==> src/sv/toy_register_machine_execute_top_assert.svh <==
// Assertion macros for the register machine execute block.
`ifndef TOY_REGISTER_MACHINE_EXECUTE_TOP_ASSERT_SVH
`define TOY_REGISTER_MACHINE_EXECUTE_TOP_ASSERT_SVH

// Check a condition in the same cycle as its trigger.
`define TRME_ASSERT_NOW(label, clk, rst, ante, cons, msg) \
   label: assert property (@(posedge clk) disable iff (rst) (ante) |-> (cons)) \
      else $error(msg);

// Check a condition in the cycle after its trigger.
`define TRME_ASSERT_NEXT(label, clk, rst, ante, cons, msg) \
   label: assert property (@(posedge clk) disable iff (rst) (ante) |=> (cons)) \
      else $error(msg);

`endif

==> src/sv/trme_pkg.sv <==
`timescale 1ns / 1ps
`default_nettype none

package trme_pkg;

   // Opcodes
   typedef enum logic [2:0] {
      OP_MOV = 3'd0,
      OP_ADD = 3'd1,
      OP_SUB = 3'd2,
      OP_JMP = 3'd3,
      OP_JPN = 3'd4,
      OP_PRN = 3'd5,
      OP_HLT = 3'd6
   } op_type;

   // Result status codes
   typedef enum logic [2:0] {
      ST_OK      = 3'd0,
      ST_HALT    = 3'd1,
      ST_BADJUMP = 3'd2,
      ST_BADMEM  = 3'd3,
      ST_ILLEGAL = 3'd4
   } status_type;

   // Operand forms
   localparam logic [2:0] MOV_MEM_TO_REG = 3'd0;
   localparam logic [2:0] MOV_REG_TO_MEM = 3'd1;
   localparam logic [2:0] MOV_REG_TO_REG = 3'd2;
   localparam logic [2:0] MOV_IMM_TO_REG = 3'd3;
   localparam logic [2:0] MOV_IMM_TO_MEM = 3'd4;
   localparam logic [2:0] ALU_SRC_REG    = 3'd0;
   localparam logic [2:0] ALU_SRC_IMM    = 3'd1;
   localparam logic [2:0] ALU_SRC_MEM    = 3'd2;
   localparam logic [2:0] JMP_ALWAYS     = 3'd0;
   localparam logic [2:0] JMP_IF_ZERO    = 3'd1;
   localparam logic [2:0] PRN_REG        = 3'd0;
   localparam logic [2:0] PRN_MEM        = 3'd1;
   localparam logic [2:0] PRN_IMM        = 3'd2;

   // Register numbers run 1..REG_COUNT
   localparam int unsigned REG_COUNT = 5;
   localparam logic [2:0]  REG_LAST  = 3'd5;
   localparam logic [8:0]  LENGTH_RESET = 9'd256;

   typedef struct packed {
      logic [2:0]         op;
      logic [2:0]         mode;
      logic [2:0]         reg_a;
      logic [2:0]         reg_b;
      logic [7:0]         mem_address;
      logic signed [31:0] immediate;
      logic [8:0]         target_line;
   } req_item_type;

   typedef struct packed {
      status_type         status;
      logic               print_valid;
      logic signed [31:0] print_value;
      logic [8:0]         next_line;
   } rsp_item_type;

   // State write-back from the execute stage
   typedef struct packed {
      logic        rf_we;
      logic [2:0]  rf_idx;
      logic [31:0] rf_data;
      logic        mem_we;
      logic [7:0]  mem_address;
      logic [31:0] mem_data;
   } wb_type;

   function automatic logic reg_ok(input logic [2:0] r);
      reg_ok = (r != 3'd0) && (r <= REG_LAST);
   endfunction

endpackage

`default_nettype wire

==> src/sv/trme_req_if.sv <==
`timescale 1ns / 1ps
`default_nettype none

interface trme_req_if;
   logic               valid;
   logic               ready;
   logic [2:0]         op;
   logic [2:0]         mode;
   logic [2:0]         reg_a;
   logic [2:0]         reg_b;
   logic [7:0]         mem_address;
   logic signed [31:0] immediate;
   logic [8:0]         target_line;

   modport source (
      output valid, op, mode, reg_a, reg_b, mem_address, immediate, target_line,
      input  ready
   );
   modport sink (
      input  valid, op, mode, reg_a, reg_b, mem_address, immediate, target_line,
      output ready
   );
endinterface

`default_nettype wire

==> src/sv/trme_rsp_if.sv <==
`timescale 1ns / 1ps
`default_nettype none

interface trme_rsp_if;
   logic               valid;
   logic               ready;
   logic [2:0]         status;
   logic               print_valid;
   logic signed [31:0] print_value;
   logic [8:0]         next_line;

   modport source (
      output valid, status, print_valid, print_value, next_line,
      input  ready
   );
   modport sink (
      input  valid, status, print_valid, print_value, next_line,
      output ready
   );
endinterface

`default_nettype wire

==> src/sv/trme_operand.sv <==
`timescale 1ns / 1ps
`default_nettype none

// Input register: holds the instruction, owns the register file and the
// data memory, and captures operands at accept with write-back forwarding.
module trme_operand #(
   parameter int unsigned MEM_WORDS = 64
) (
   input  wire                        clock,
   input  wire                        reset,
   input  wire                        load,
   input  wire trme_pkg::req_item_type item,
   input  wire trme_pkg::wb_type      wb,
   output trme_pkg::req_item_type     item_q,
   output logic [31:0]                a_val,
   output logic [31:0]                b_val,
   output logic [31:0]                m_val
);

   localparam int unsigned MemIdxW = (MEM_WORDS > 1) ? $clog2(MEM_WORDS) : 1;
   localparam logic [8:0]  MemWords9 = 9'(MEM_WORDS);

   trme_pkg::req_item_type item_ff;
   logic [31:0]  rf_ff [trme_pkg::REG_COUNT];
   logic [31:0]  mem [MEM_WORDS];
   logic [MEM_WORDS-1:0] mvld_ff;
   logic [31:0]  a_ff, b_ff;
   logic [31:0]  a_in, b_in;
   logic [31:0]  mrd_ff;
   logic         mhit_ff, mhit_in;
   logic         mbyp_ff, mbyp_in;
   logic [31:0]  mbyp_data_ff;
   logic [MemIdxW-1:0] rd_idx, wr_idx;
   logic         rd_ok;
   logic [2:0]   a_idx, b_idx;

   assign rd_idx = item.mem_address[MemIdxW-1:0];
   assign wr_idx = wb.mem_address[MemIdxW-1:0];
   assign rd_ok  = {1'b0, item.mem_address} < MemWords9;
   assign a_idx  = item.reg_a - 3'd1;
   assign b_idx  = item.reg_b - 3'd1;

   // Pick register operands, forwarding a write landing this cycle
   always_comb begin
      a_in = 32'd0;
      b_in = 32'd0;
      if (trme_pkg::reg_ok(item.reg_a)) begin
         if (wb.rf_we && wb.rf_idx == a_idx) a_in = wb.rf_data;
         else a_in = rf_ff[a_idx];
      end
      if (trme_pkg::reg_ok(item.reg_b)) begin
         if (wb.rf_we && wb.rf_idx == b_idx) b_in = wb.rf_data;
         else b_in = rf_ff[b_idx];
      end
   end

   // Resolve memory forwarding and never-written words
   always_comb begin
      mbyp_in = wb.mem_we && rd_ok && (wb.mem_address == item.mem_address);
      mhit_in = rd_ok && mvld_ff[rd_idx];
   end

   // Register file
   always_ff @(posedge clock) begin
      if (reset) begin
         for (int i = 0; i < trme_pkg::REG_COUNT; i++) rf_ff[i] <= 32'd0;
      end else if (wb.rf_we) begin
         rf_ff[wb.rf_idx] <= wb.rf_data;
      end
   end

   // Data memory: one write port, one registered read port
   always_ff @(posedge clock) begin
      if (wb.mem_we) mem[wr_idx] <= wb.mem_data;
      if (load && rd_ok) mrd_ff <= mem[rd_idx];
   end

   // Track written words so reset reads back zero
   always_ff @(posedge clock) begin
      if (reset) begin
         mvld_ff <= '0;
      end else if (wb.mem_we) begin
         mvld_ff[wr_idx] <= 1'b1;
      end
   end

   // Capture instruction and operands on accept
   always_ff @(posedge clock) begin
      if (load) begin
         item_ff      <= item;
         a_ff         <= a_in;
         b_ff         <= b_in;
         mhit_ff      <= mhit_in;
         mbyp_ff      <= mbyp_in;
         mbyp_data_ff <= wb.mem_data;
      end
   end

   assign item_q = item_ff;
   assign a_val  = a_ff;
   assign b_val  = b_ff;
   assign m_val  = mbyp_ff ? mbyp_data_ff : (mhit_ff ? mrd_ff : 32'd0);

endmodule

`default_nettype wire

==> src/sv/trme_exec.sv <==
`timescale 1ns / 1ps
`default_nettype none

// Execute stage: decode checks, moves, add/subtract, jump resolution, prints; owns the
// line counter, the halt flag and the result register.
module trme_exec #(
   parameter int unsigned MEM_WORDS = 64
) (
   input  wire                         clock,
   input  wire                         reset,
   input  wire                         commit,
   input  wire trme_pkg::req_item_type  item,
   input  wire [31:0]                  a_val,
   input  wire [31:0]                  b_val,
   input  wire [31:0]                  m_val,
   input  wire [8:0]                   limit,
   output trme_pkg::wb_type            wb,
   output trme_pkg::rsp_item_type      result
);

   localparam logic [8:0] MemWords9 = 9'(MEM_WORDS);

   trme_pkg::rsp_item_type result_ff, result_in;
   logic [8:0]  line_index_ff, line_index_in;
   logic        halted_ff, halted_in;

   trme_pkg::status_type st;
   logic        ra_ok, rb_ok, m_ok;
   logic        taken, set_halt;
   logic        rf_we, mem_we;
   logic [2:0]  rf_idx;
   logic [31:0] rf_data, mem_data, src;
   logic        pv;
   logic [31:0] pval;
   logic [8:0]  nxt;

   // Decode and execute one instruction
   always_comb begin
      ra_ok    = trme_pkg::reg_ok(item.reg_a);
      rb_ok    = trme_pkg::reg_ok(item.reg_b);
      m_ok     = {1'b0, item.mem_address} < MemWords9;
      st       = trme_pkg::ST_OK;
      taken    = 1'b0;
      set_halt = 1'b0;
      rf_we    = 1'b0;
      rf_idx   = item.reg_a - 3'd1;
      rf_data  = 32'd0;
      mem_we   = 1'b0;
      mem_data = 32'd0;
      src      = 32'd0;
      pv       = 1'b0;
      pval     = 32'd0;
      nxt      = line_index_ff + 9'd1;

      case (item.op)
         trme_pkg::OP_MOV: begin
            if (item.mode > trme_pkg::MOV_IMM_TO_MEM) begin
               st = trme_pkg::ST_ILLEGAL;
            end else if ((item.mode <= trme_pkg::MOV_IMM_TO_REG && !ra_ok) ||
                         (item.mode == trme_pkg::MOV_REG_TO_REG && !rb_ok)) begin
               st = trme_pkg::ST_ILLEGAL;
            end else if ((item.mode == trme_pkg::MOV_MEM_TO_REG ||
                          item.mode == trme_pkg::MOV_REG_TO_MEM ||
                          item.mode == trme_pkg::MOV_IMM_TO_MEM) && !m_ok) begin
               st = trme_pkg::ST_BADMEM;
            end else begin
               case (item.mode)
                  trme_pkg::MOV_MEM_TO_REG: begin
                     rf_we   = 1'b1;
                     rf_data = m_val;
                  end
                  trme_pkg::MOV_REG_TO_MEM: begin
                     mem_we   = 1'b1;
                     mem_data = a_val;
                  end
                  trme_pkg::MOV_REG_TO_REG: begin
                     rf_we   = 1'b1;
                     rf_idx  = item.reg_b - 3'd1;
                     rf_data = a_val;
                  end
                  trme_pkg::MOV_IMM_TO_REG: begin
                     rf_we   = 1'b1;
                     rf_data = item.immediate;
                  end
                  default: begin
                     mem_we   = 1'b1;
                     mem_data = item.immediate;
                  end
               endcase
            end
         end
         trme_pkg::OP_ADD, trme_pkg::OP_SUB: begin
            if (item.mode > trme_pkg::ALU_SRC_MEM || !ra_ok ||
                (item.mode == trme_pkg::ALU_SRC_REG && !rb_ok)) begin
               st = trme_pkg::ST_ILLEGAL;
            end else if (item.mode == trme_pkg::ALU_SRC_MEM && !m_ok) begin
               st = trme_pkg::ST_BADMEM;
            end else begin
               case (item.mode)
                  trme_pkg::ALU_SRC_REG: src = b_val;
                  trme_pkg::ALU_SRC_IMM: src = item.immediate;
                  default:               src = m_val;
               endcase
               rf_we   = 1'b1;
               rf_data = (item.op == trme_pkg::OP_ADD) ? a_val + src : a_val - src;
            end
         end
         trme_pkg::OP_JMP: begin
            if (item.mode > trme_pkg::JMP_IF_ZERO ||
                (item.mode == trme_pkg::JMP_IF_ZERO && !ra_ok)) begin
               st = trme_pkg::ST_ILLEGAL;
            end else begin
               taken = (item.mode == trme_pkg::JMP_ALWAYS) || (a_val == 32'd0);
            end
         end
         trme_pkg::OP_JPN: begin
            if (!ra_ok) st = trme_pkg::ST_ILLEGAL;
            else taken = (a_val == 32'd0) || a_val[31];
         end
         trme_pkg::OP_PRN: begin
            if (item.mode > trme_pkg::PRN_IMM ||
                (item.mode == trme_pkg::PRN_REG && !ra_ok)) begin
               st = trme_pkg::ST_ILLEGAL;
            end else if (item.mode == trme_pkg::PRN_MEM && !m_ok) begin
               st = trme_pkg::ST_BADMEM;
            end else begin
               pv = 1'b1;
               case (item.mode)
                  trme_pkg::PRN_REG: pval = a_val;
                  trme_pkg::PRN_MEM: pval = m_val;
                  default:           pval = item.immediate;
               endcase
            end
         end
         trme_pkg::OP_HLT: begin
            st       = trme_pkg::ST_HALT;
            set_halt = 1'b1;
         end
         default: begin
            st = trme_pkg::ST_ILLEGAL;
         end
      endcase

      // Resolve a taken jump against the program length
      if (taken) begin
         if (item.target_line == 9'd0 || item.target_line > limit) begin
            st = trme_pkg::ST_BADJUMP;
         end else begin
            nxt = item.target_line - 9'd1;
         end
      end

      // Drop all effects once halted
      if (halted_ff) begin
         st       = trme_pkg::ST_HALT;
         set_halt = 1'b0;
         pv       = 1'b0;
         pval     = 32'd0;
      end
   end

   // Gate state updates on the committing transaction
   always_comb begin
      wb.rf_we       = commit && (st == trme_pkg::ST_OK) && rf_we;
      wb.rf_idx      = rf_idx;
      wb.rf_data     = rf_data;
      wb.mem_we      = commit && (st == trme_pkg::ST_OK) && mem_we;
      wb.mem_address = item.mem_address;
      wb.mem_data    = mem_data;
   end

   // Next line counter, halt flag and result
   always_comb begin
      line_index_in = (st == trme_pkg::ST_OK) ? nxt : line_index_ff;
      halted_in     = halted_ff || set_halt;
      result_in.status      = st;
      result_in.print_valid = pv;
      result_in.print_value = pval;
      result_in.next_line   = line_index_in;
   end

   always_ff @(posedge clock) begin
      if (reset) begin
         line_index_ff <= 9'd0;
         halted_ff     <= 1'b0;
      end else if (commit) begin
         line_index_ff <= line_index_in;
         halted_ff     <= halted_in;
      end
   end

   always_ff @(posedge clock) begin
      if (commit) result_ff <= result_in;
   end

   assign result = result_ff;

endmodule

`default_nettype wire

==> src/sv/toy_register_machine_execute_top.sv <==
// Register machine execute block.
// Pipeline: an input register, then the result register once the result slot frees up.
// Throughput: one instruction per cycle unless the response stalls; operands are read from
// the register file and data memory at accept and forwarded from the write-back in flight.
// Reset (synchronous): registers, line index, halt flag cleared, memory reads
// as zero at once via per-word valid bits, program_length set to 256.
`timescale 1ns / 1ps
`default_nettype none
`include "toy_register_machine_execute_top_assert.svh"

module toy_register_machine_execute_top #(
   parameter int unsigned MEM_WORDS = 64,
   parameter int unsigned MAX_LINES = 256
) (
   input  wire        clock,
   input  wire        reset,
   trme_req_if.sink   req_bus,
   trme_rsp_if.source rsp_bus,
   input  wire        csr_wr_en,
   input  wire [8:0]  csr_wr_data
);

   localparam logic [8:0] MaxLines9 = 9'(MAX_LINES);

   logic [8:0] program_length_ff;
   logic [8:0] limit;
   logic       s1_vld_ff, s1_vld_in;
   logic       out_vld_ff, out_vld_in;
   logic       advance, accept;

   trme_pkg::req_item_type item, item_q;
   trme_pkg::wb_type       wb;
   trme_pkg::rsp_item_type result;
   logic [31:0] a_val, b_val, m_val;

   // Configuration register
   always_ff @(posedge clock) begin
      if (reset) program_length_ff <= trme_pkg::LENGTH_RESET;
      else if (csr_wr_en) program_length_ff <= csr_wr_data;
   end

   assign limit = (program_length_ff > MaxLines9) ? MaxLines9 : program_length_ff;

   // Handshake: advance the input stage when the result slot frees up
   assign advance       = s1_vld_ff && (!out_vld_ff || rsp_bus.ready);
   assign req_bus.ready = !s1_vld_ff || advance;
   assign accept        = req_bus.valid && req_bus.ready;

   always_comb begin
      s1_vld_in  = accept ? 1'b1 : (advance ? 1'b0 : s1_vld_ff);
      out_vld_in = advance ? 1'b1 : (rsp_bus.ready ? 1'b0 : out_vld_ff);
   end

   always_ff @(posedge clock) begin
      if (reset) begin
         s1_vld_ff  <= 1'b0;
         out_vld_ff <= 1'b0;
      end else begin
         s1_vld_ff  <= s1_vld_in;
         out_vld_ff <= out_vld_in;
      end
   end

   // Pack the request transaction
   always_comb begin
      item.op          = req_bus.op;
      item.mode        = req_bus.mode;
      item.reg_a       = req_bus.reg_a;
      item.reg_b       = req_bus.reg_b;
      item.mem_address = req_bus.mem_address;
      item.immediate   = req_bus.immediate;
      item.target_line = req_bus.target_line;
   end

   trme_operand #(
      .MEM_WORDS (MEM_WORDS)
   ) u_operand (
      .clock  (clock),
      .reset  (reset),
      .load   (accept),
      .item   (item),
      .wb     (wb),
      .item_q (item_q),
      .a_val  (a_val),
      .b_val  (b_val),
      .m_val  (m_val)
   );

   trme_exec #(
      .MEM_WORDS (MEM_WORDS)
   ) u_exec (
      .clock  (clock),
      .reset  (reset),
      .commit (advance),
      .item   (item_q),
      .a_val  (a_val),
      .b_val  (b_val),
      .m_val  (m_val),
      .limit  (limit),
      .wb     (wb),
      .result (result)
   );

   // Drive the response transaction
   assign rsp_bus.valid       = out_vld_ff;
   assign rsp_bus.status      = result.status;
   assign rsp_bus.print_valid = result.print_valid;
   assign rsp_bus.print_value = result.print_value;
   assign rsp_bus.next_line   = result.next_line;

   `TRME_ASSERT_NEXT(a_commit_shows, clock, reset, advance, out_vld_ff,
      "committed instruction did not produce a response")
   `TRME_ASSERT_NOW(a_no_overrun, clock, reset, accept && s1_vld_ff, advance,
      "request accepted while input stage stalled")
   `TRME_ASSERT_NOW(a_print_ok, clock, reset, out_vld_ff && rsp_bus.print_valid,
      rsp_bus.status == trme_pkg::ST_OK, "print reported with non-ok status")
   `TRME_ASSERT_NOW(a_err_quiet, clock, reset,
      out_vld_ff && (rsp_bus.status != trme_pkg::ST_OK),
      !rsp_bus.print_valid && (rsp_bus.print_value == 32'sd0),
      "failed instruction reported a print value")

endmodule

`default_nettype wire
==> src/flat_wrapper.sv <==
// flat-port wrapper written by rule: the top's interface ports become plain ports
module toy_register_machine_execute_top_flat 
#(
   parameter int unsigned MEM_WORDS = 64,
   parameter int unsigned MAX_LINES = 256
)
  (clock, reset, csr_wr_en, csr_wr_data, req_bus_valid, req_bus_op, req_bus_mode, req_bus_reg_a, req_bus_reg_b, req_bus_mem_address, req_bus_immediate, req_bus_target_line, req_bus_ready, rsp_bus_valid, rsp_bus_status, rsp_bus_print_valid, rsp_bus_print_value, rsp_bus_next_line, rsp_bus_ready);
  trme_req_if req_bus_i ();
  trme_rsp_if rsp_bus_i ();
  input  wire clock;
  input  wire reset;
  input  wire csr_wr_en;
  input  wire [8:0] csr_wr_data;
  input wire logic [$bits(req_bus_i.valid)-1:0] req_bus_valid;
  input wire logic [$bits(req_bus_i.op)-1:0] req_bus_op;
  input wire logic [$bits(req_bus_i.mode)-1:0] req_bus_mode;
  input wire logic [$bits(req_bus_i.reg_a)-1:0] req_bus_reg_a;
  input wire logic [$bits(req_bus_i.reg_b)-1:0] req_bus_reg_b;
  input wire logic [$bits(req_bus_i.mem_address)-1:0] req_bus_mem_address;
  input wire logic [$bits(req_bus_i.immediate)-1:0] req_bus_immediate;
  input wire logic [$bits(req_bus_i.target_line)-1:0] req_bus_target_line;
  output wire logic [$bits(req_bus_i.ready)-1:0] req_bus_ready;
  output wire logic [$bits(rsp_bus_i.valid)-1:0] rsp_bus_valid;
  output wire logic [$bits(rsp_bus_i.status)-1:0] rsp_bus_status;
  output wire logic [$bits(rsp_bus_i.print_valid)-1:0] rsp_bus_print_valid;
  output wire logic [$bits(rsp_bus_i.print_value)-1:0] rsp_bus_print_value;
  output wire logic [$bits(rsp_bus_i.next_line)-1:0] rsp_bus_next_line;
  input wire logic [$bits(rsp_bus_i.ready)-1:0] rsp_bus_ready;
  assign req_bus_i.valid = req_bus_valid;
  assign req_bus_i.op = req_bus_op;
  assign req_bus_i.mode = req_bus_mode;
  assign req_bus_i.reg_a = req_bus_reg_a;
  assign req_bus_i.reg_b = req_bus_reg_b;
  assign req_bus_i.mem_address = req_bus_mem_address;
  assign req_bus_i.immediate = req_bus_immediate;
  assign req_bus_i.target_line = req_bus_target_line;
  assign req_bus_ready = req_bus_i.ready;
  assign rsp_bus_valid = rsp_bus_i.valid;
  assign rsp_bus_status = rsp_bus_i.status;
  assign rsp_bus_print_valid = rsp_bus_i.print_valid;
  assign rsp_bus_print_value = rsp_bus_i.print_value;
  assign rsp_bus_next_line = rsp_bus_i.next_line;
  assign rsp_bus_i.ready = rsp_bus_ready;
  toy_register_machine_execute_top #(.MEM_WORDS(MEM_WORDS), .MAX_LINES(MAX_LINES)) u_core (.clock(clock), .reset(reset), .req_bus(req_bus_i), .rsp_bus(rsp_bus_i), .csr_wr_en(csr_wr_en), .csr_wr_data(csr_wr_data));
endmodule
==> config.mk <==
export PLATFORM = sky130hd
export DESIGN_NAME = toy_register_machine_execute_top_flat
export DESIGN_NICKNAME = d
export VERILOG_FILES = /design/src/sv/trme_pkg.sv /design/src/sv/trme_req_if.sv /design/src/sv/trme_rsp_if.sv /design/src/sv/trme_operand.sv /design/src/sv/trme_exec.sv /design/src/sv/toy_register_machine_execute_top.sv /design/src/flat_wrapper.sv
export VERILOG_INCLUDE_DIRS = /design/src /design/src/sv
export SDC_FILE = /design/constraint.sdc
export NUM_CORES = 2
export LEC_CHECK = 0
export BUFFER_PORTS_ARGS = -buffer_cell sky130_fd_sc_hd__buf_2
export CAP_MARGIN = 20
export CORE_MARGIN = 3
export CORE_UTILIZATION = 35
export CTS_BUF_LIST = sky130_fd_sc_hd__clkbuf_16
export DETAILED_ROUTE_END_ITERATION = 8
export GPL_TIMING_DRIVEN = 0
export PLACE_DENSITY = 0.47
export RECOVER_POWER = 50
export SLEW_MARGIN = 15
export SYNTH_ARGS = -nofsm -noshare
export SYNTH_HDL_FRONTEND = slang
export SYNTH_SLANG_ARGS = --single-unit
==> constraint.sdc <==
create_clock -name clock -period 6.4 [get_ports clock]
set_input_delay 0.32 -clock clock [delete_from_list [all_inputs] [get_ports clock]]
set_output_delay 0.32 -clock clock [all_outputs]
set_load 0.05 [all_outputs]
==> metrics.csv <==
metric,value,unit
status,finished with violations,
failing checks,"capacitance limit, slew limit",
row count,203,
Pre-Repair DR Iteration Count,8,
ANT nets after route,0,
Max Cap Viol,41,
synth unique cells,81,
Yosys reg bits,2625,
Synth Instances,5555,
Buffers on Ports,120,
Post-synth top flop,edfxtp_1,
HP Start,csr_wr_en,
die extent in x,562,um
nets@finish,6466,
largest cells by area after synthesis,"edfxtp_1, mux4_2, dfxtp_1",
worst skew pair latency,920,ps
vias per cell,5.65,
largest net degree at the start of global routing,61,
maximum clock frequency,0.159,GHz
Setup crit end,u_core.u_operand.b_val[24],
first-pass GRT wire length,506000,um
Root Buffer,clkbuf_16,
"EDFF count, synth",2540,
critical path class,reg -> reg,
Post-Syn Area,108000,um^2
Slew @ Worst Pin,3240,ps
critical path startpoint,u_core.u_operand.item_q[55],
Iter 0 DRT Violations,7105,
reg2reg setup slack,120,ps
Final Setup Violations,0,
IO Pins,122,
htree depth,5,
Synth area leader,edfxtp_1,
Tightest Hold Check Type,in -> reg,
Tmin final,6280,ps
Layout area overhead,19.3,%
DRC Markers,0,
DP HPWL,265000,um
reg2reg path depth,20,
Combinational Power Share,0.075,
total number of vias,60284,
clk slew on worst S/H paths,60,ps
RR Endpoint,u_core.u_operand.b_val[24],
Placeable Area,307000,um^2
"Slowest-stage cell, CP",clkdlybuf4s18_2,
worst r2r src,u_core.u_operand.item_q[55],
P_leak,39.4,nW
slowest cell delay on critical path,560,ps
unrepaired setup endpoints after global routing,no,
placed cell count,10007,
CP Capture Type,flip-flop,
Rel. slew slack,-1.16,
Final Hold Fails,0,
CTS tree,yes,
max-slew violations,1234,
most instantiated library cell after synthesis,edfxtp_1,
total global-route track usage,0.230,
Clock Skew,58.9,ps
final wirelength,368000,um
switching share of total power,0.236,
maximum vdd drop,0.206,mV
sw power,0.00900,W
required time of the critical path,7080,ps
effective utilization at floorplan,0.353,
Overall Power,0.0381,W
placed cell area,120000,um^2
setup tns final,0,ps
die boundary height,562,um
grt total ovfl,0,
Avg WL per Cell,34.5,um
Clock power frac,0.428,
Clock Path Buffers,4,
layout cells sized above 1,0.259,
sequential share of power,0.497,
top cell type's share of synthesized area,0.704,
hold_ws,89.5,ps
Num CTS Buffers,299,
"Design Area, Final",129000,um^2
die area,316000,um^2
final worst-path cycle share,0.981,
initial antenna violation count,30,
critical-path maximum fanout,10,
list of most frequent post-synthesis cells,"edfxtp_1, mux4_2, nor2_1, nand2_1, clkbuf_1",
gpl congestion,0.936,
Non-Filler Instances,10670,
pwr dens,295,nW/um^2
vias in the first global route,61200,
"Cell Chain, Critical Path","clkbuf_4, clkdlybuf4s18_2, mux2i_1, nand2_1, o32ai_2, and3_1, a21oi_1, xnor2_1, ha_1, a221o_1, and3_1, a221o_1, a211o_1, a41o_1, a31oi_2, xnor2_1, a22oi_2, buf_4, buf_4, a211oi_2",
CP Launch Type,flip-flop,
"Avg Cell Area, Syn",19.5,um^2
"Async S/R FF share, synth",0,
Syn. warnings,0,
"Arr. time, crit path",6960,ps
Syn Nets,5692,
Clock Sink Count,2625,
"Seq/Total Area, Yosys",0.720,
Int Power,0.0291,W
==> flip-flops by register name, summed over array words and instances, names as in the netlist <==
name and count:
u_core.u_operand.a_val 32, u_core.u_operand.mvld_ff 64, u_core.u_operand.item_q 61, u_core.program_length_ff 9, u_core.u_operand.mbyp_ff 1, u_core.rsp_bus.valid 1, u_core.u_operand.mem 2048, u_core.u_operand.rf_ff 256
u_core.u_operand.b_val 32, u_core.u_operand.mhit_ff 1, u_core.u_exec.halted_ff 1, u_core.u_exec.line_index_ff 9, u_core.s1_vld_ff 1, u_core.u_operand.mbyp_data_ff 32, u_core.u_exec.result 45, u_core.u_operand.mrd_ff 32
==> cell families after synthesis <==
| family | after synthesis | synth area share |
|---|---|---|
| buffers and inverters | 409 | 0.0151 |
| flip-flops | 2625 | 0.720 |
| multiplexers | 894 | 0.177 |
| XOR/XNOR | 84 | 0.00679 |
| AO/OA/AOI/OAI | 597 | 0.0377 |
| adder cells (fa/ha/maj) | 62 | 0.00723 |
| AND/OR/NAND/NOR | 884 | 0.0367 |
==> power groups by stage <==
| stage | combinational, W | clock (W) | sequential [W] |
|---|---|---|---|
| floorplan | 0.00161 | 0 | 0.0193 |
| global placement | 0.00272 | 0 | 0.0193 |
| detailed placement | 0.00281 | 0 | 0.0193 |
| CTS | 0.00288 | 0.0167 | 0.0190 |
| global route | 0.00301 | 0.0174 | 0.0190 |
| finish | 0.00286 | 0.0163 | 0.0190 |
==> layer usage <==
metal,GRT usage,up-vias,share of wire
li1,-,24567,-
met4,0.0724,2,0.039
met3,0.0290,571,0.058
met2,0.375,2380,0.48
met1,0.321,32764,0.43
met5,0,-,0.000035
==> worst min path at each step <==
stage,cells after the start,end
floorplan,0,u_core.u_operand.item_q[0]
global placement,1,u_core.u_operand.mvld_ff[6]
detailed placement,1,u_core.u_operand.mvld_ff[62]
CTS,2,u_core.program_length_ff[8]
global route,2,u_core.program_length_ff[8]
finish,2,u_core.program_length_ff[8]
==> metrics by stage <==
step	setup slack [ps]	util
2_1_floorplan	311	-
3_3_place_gp	-5590	0.371
3_5_place_dp	-1580	0.390
4_1_cts	23.1	0.424
5_1_grt	2.71	0.421
6_report	120	0.421
==> placed cells by master, fill, tap and decap left out, types with 20 or more instances in the layout <==
cell / n
edfxtp_1: 2540
mux4_2: 814
clkbuf_1: 324
nor2_1: 319
clkbuf_16: 306
nand2_1: 236
inv_1: 138
a21oi_1: 123
a211oi_1: 91
buf_12: 86
dfxtp_1: 85
dlygate4sd3_1: 81
buf_2: 75
a22oi_1: 75
o21a_1: 72
nor2_4: 70
and3_1: 70
mux2i_1: 68
clkinv_1: 67
o21ai_0: 66
buf_16: 62
ha_1: 61
xnor2_1: 58
buf_1: 54
clkbuf_2: 49
clkinv_2: 44
buf_6: 38
nand3_1: 28
nor3_1: 26
buf_4: 25
xor2_1: 25
o22ai_1: 23
nor2b_1: 20
==> layout make-up <==
type / instances / area [um^2]
multi-input combinational: 2521 / 29400
buffer: 337 / 1430
clock inverter: 230 / 1610
inverter: 67 / 251
timing repair buffer: 478 / 5730
fill: 27186 / 178000
tap: 4100 / 5130
clock buffer: 306 / 7660
antenna: 6 / 15.0
sequential: 2625 / 78000
==> worst max-delay path, delay by kind of cell, from the launching register on <==
family | cells | cell delay [ps]
flops | 1 | 390
xor+xnor | 2 | 550
fa+ha+maj | 1 | 340
compound gates | 9 | 2450
buf+inv | 4 | 1230
mux | 1 | 360
simple gates | 3 | 720
==> timing repair <==
action | 4_1_cts | 5_1_grt
setup buffers | 19 | 2
pin swaps | 18 | 1
endpoints found under the hold margin | 89 | 0
gates resized for setup | 41 | 30
setup endpoints to repair | 1049 | 119
hold buffers | 81 | 0
Note: power is estimated with default switching activity, not from simulation.
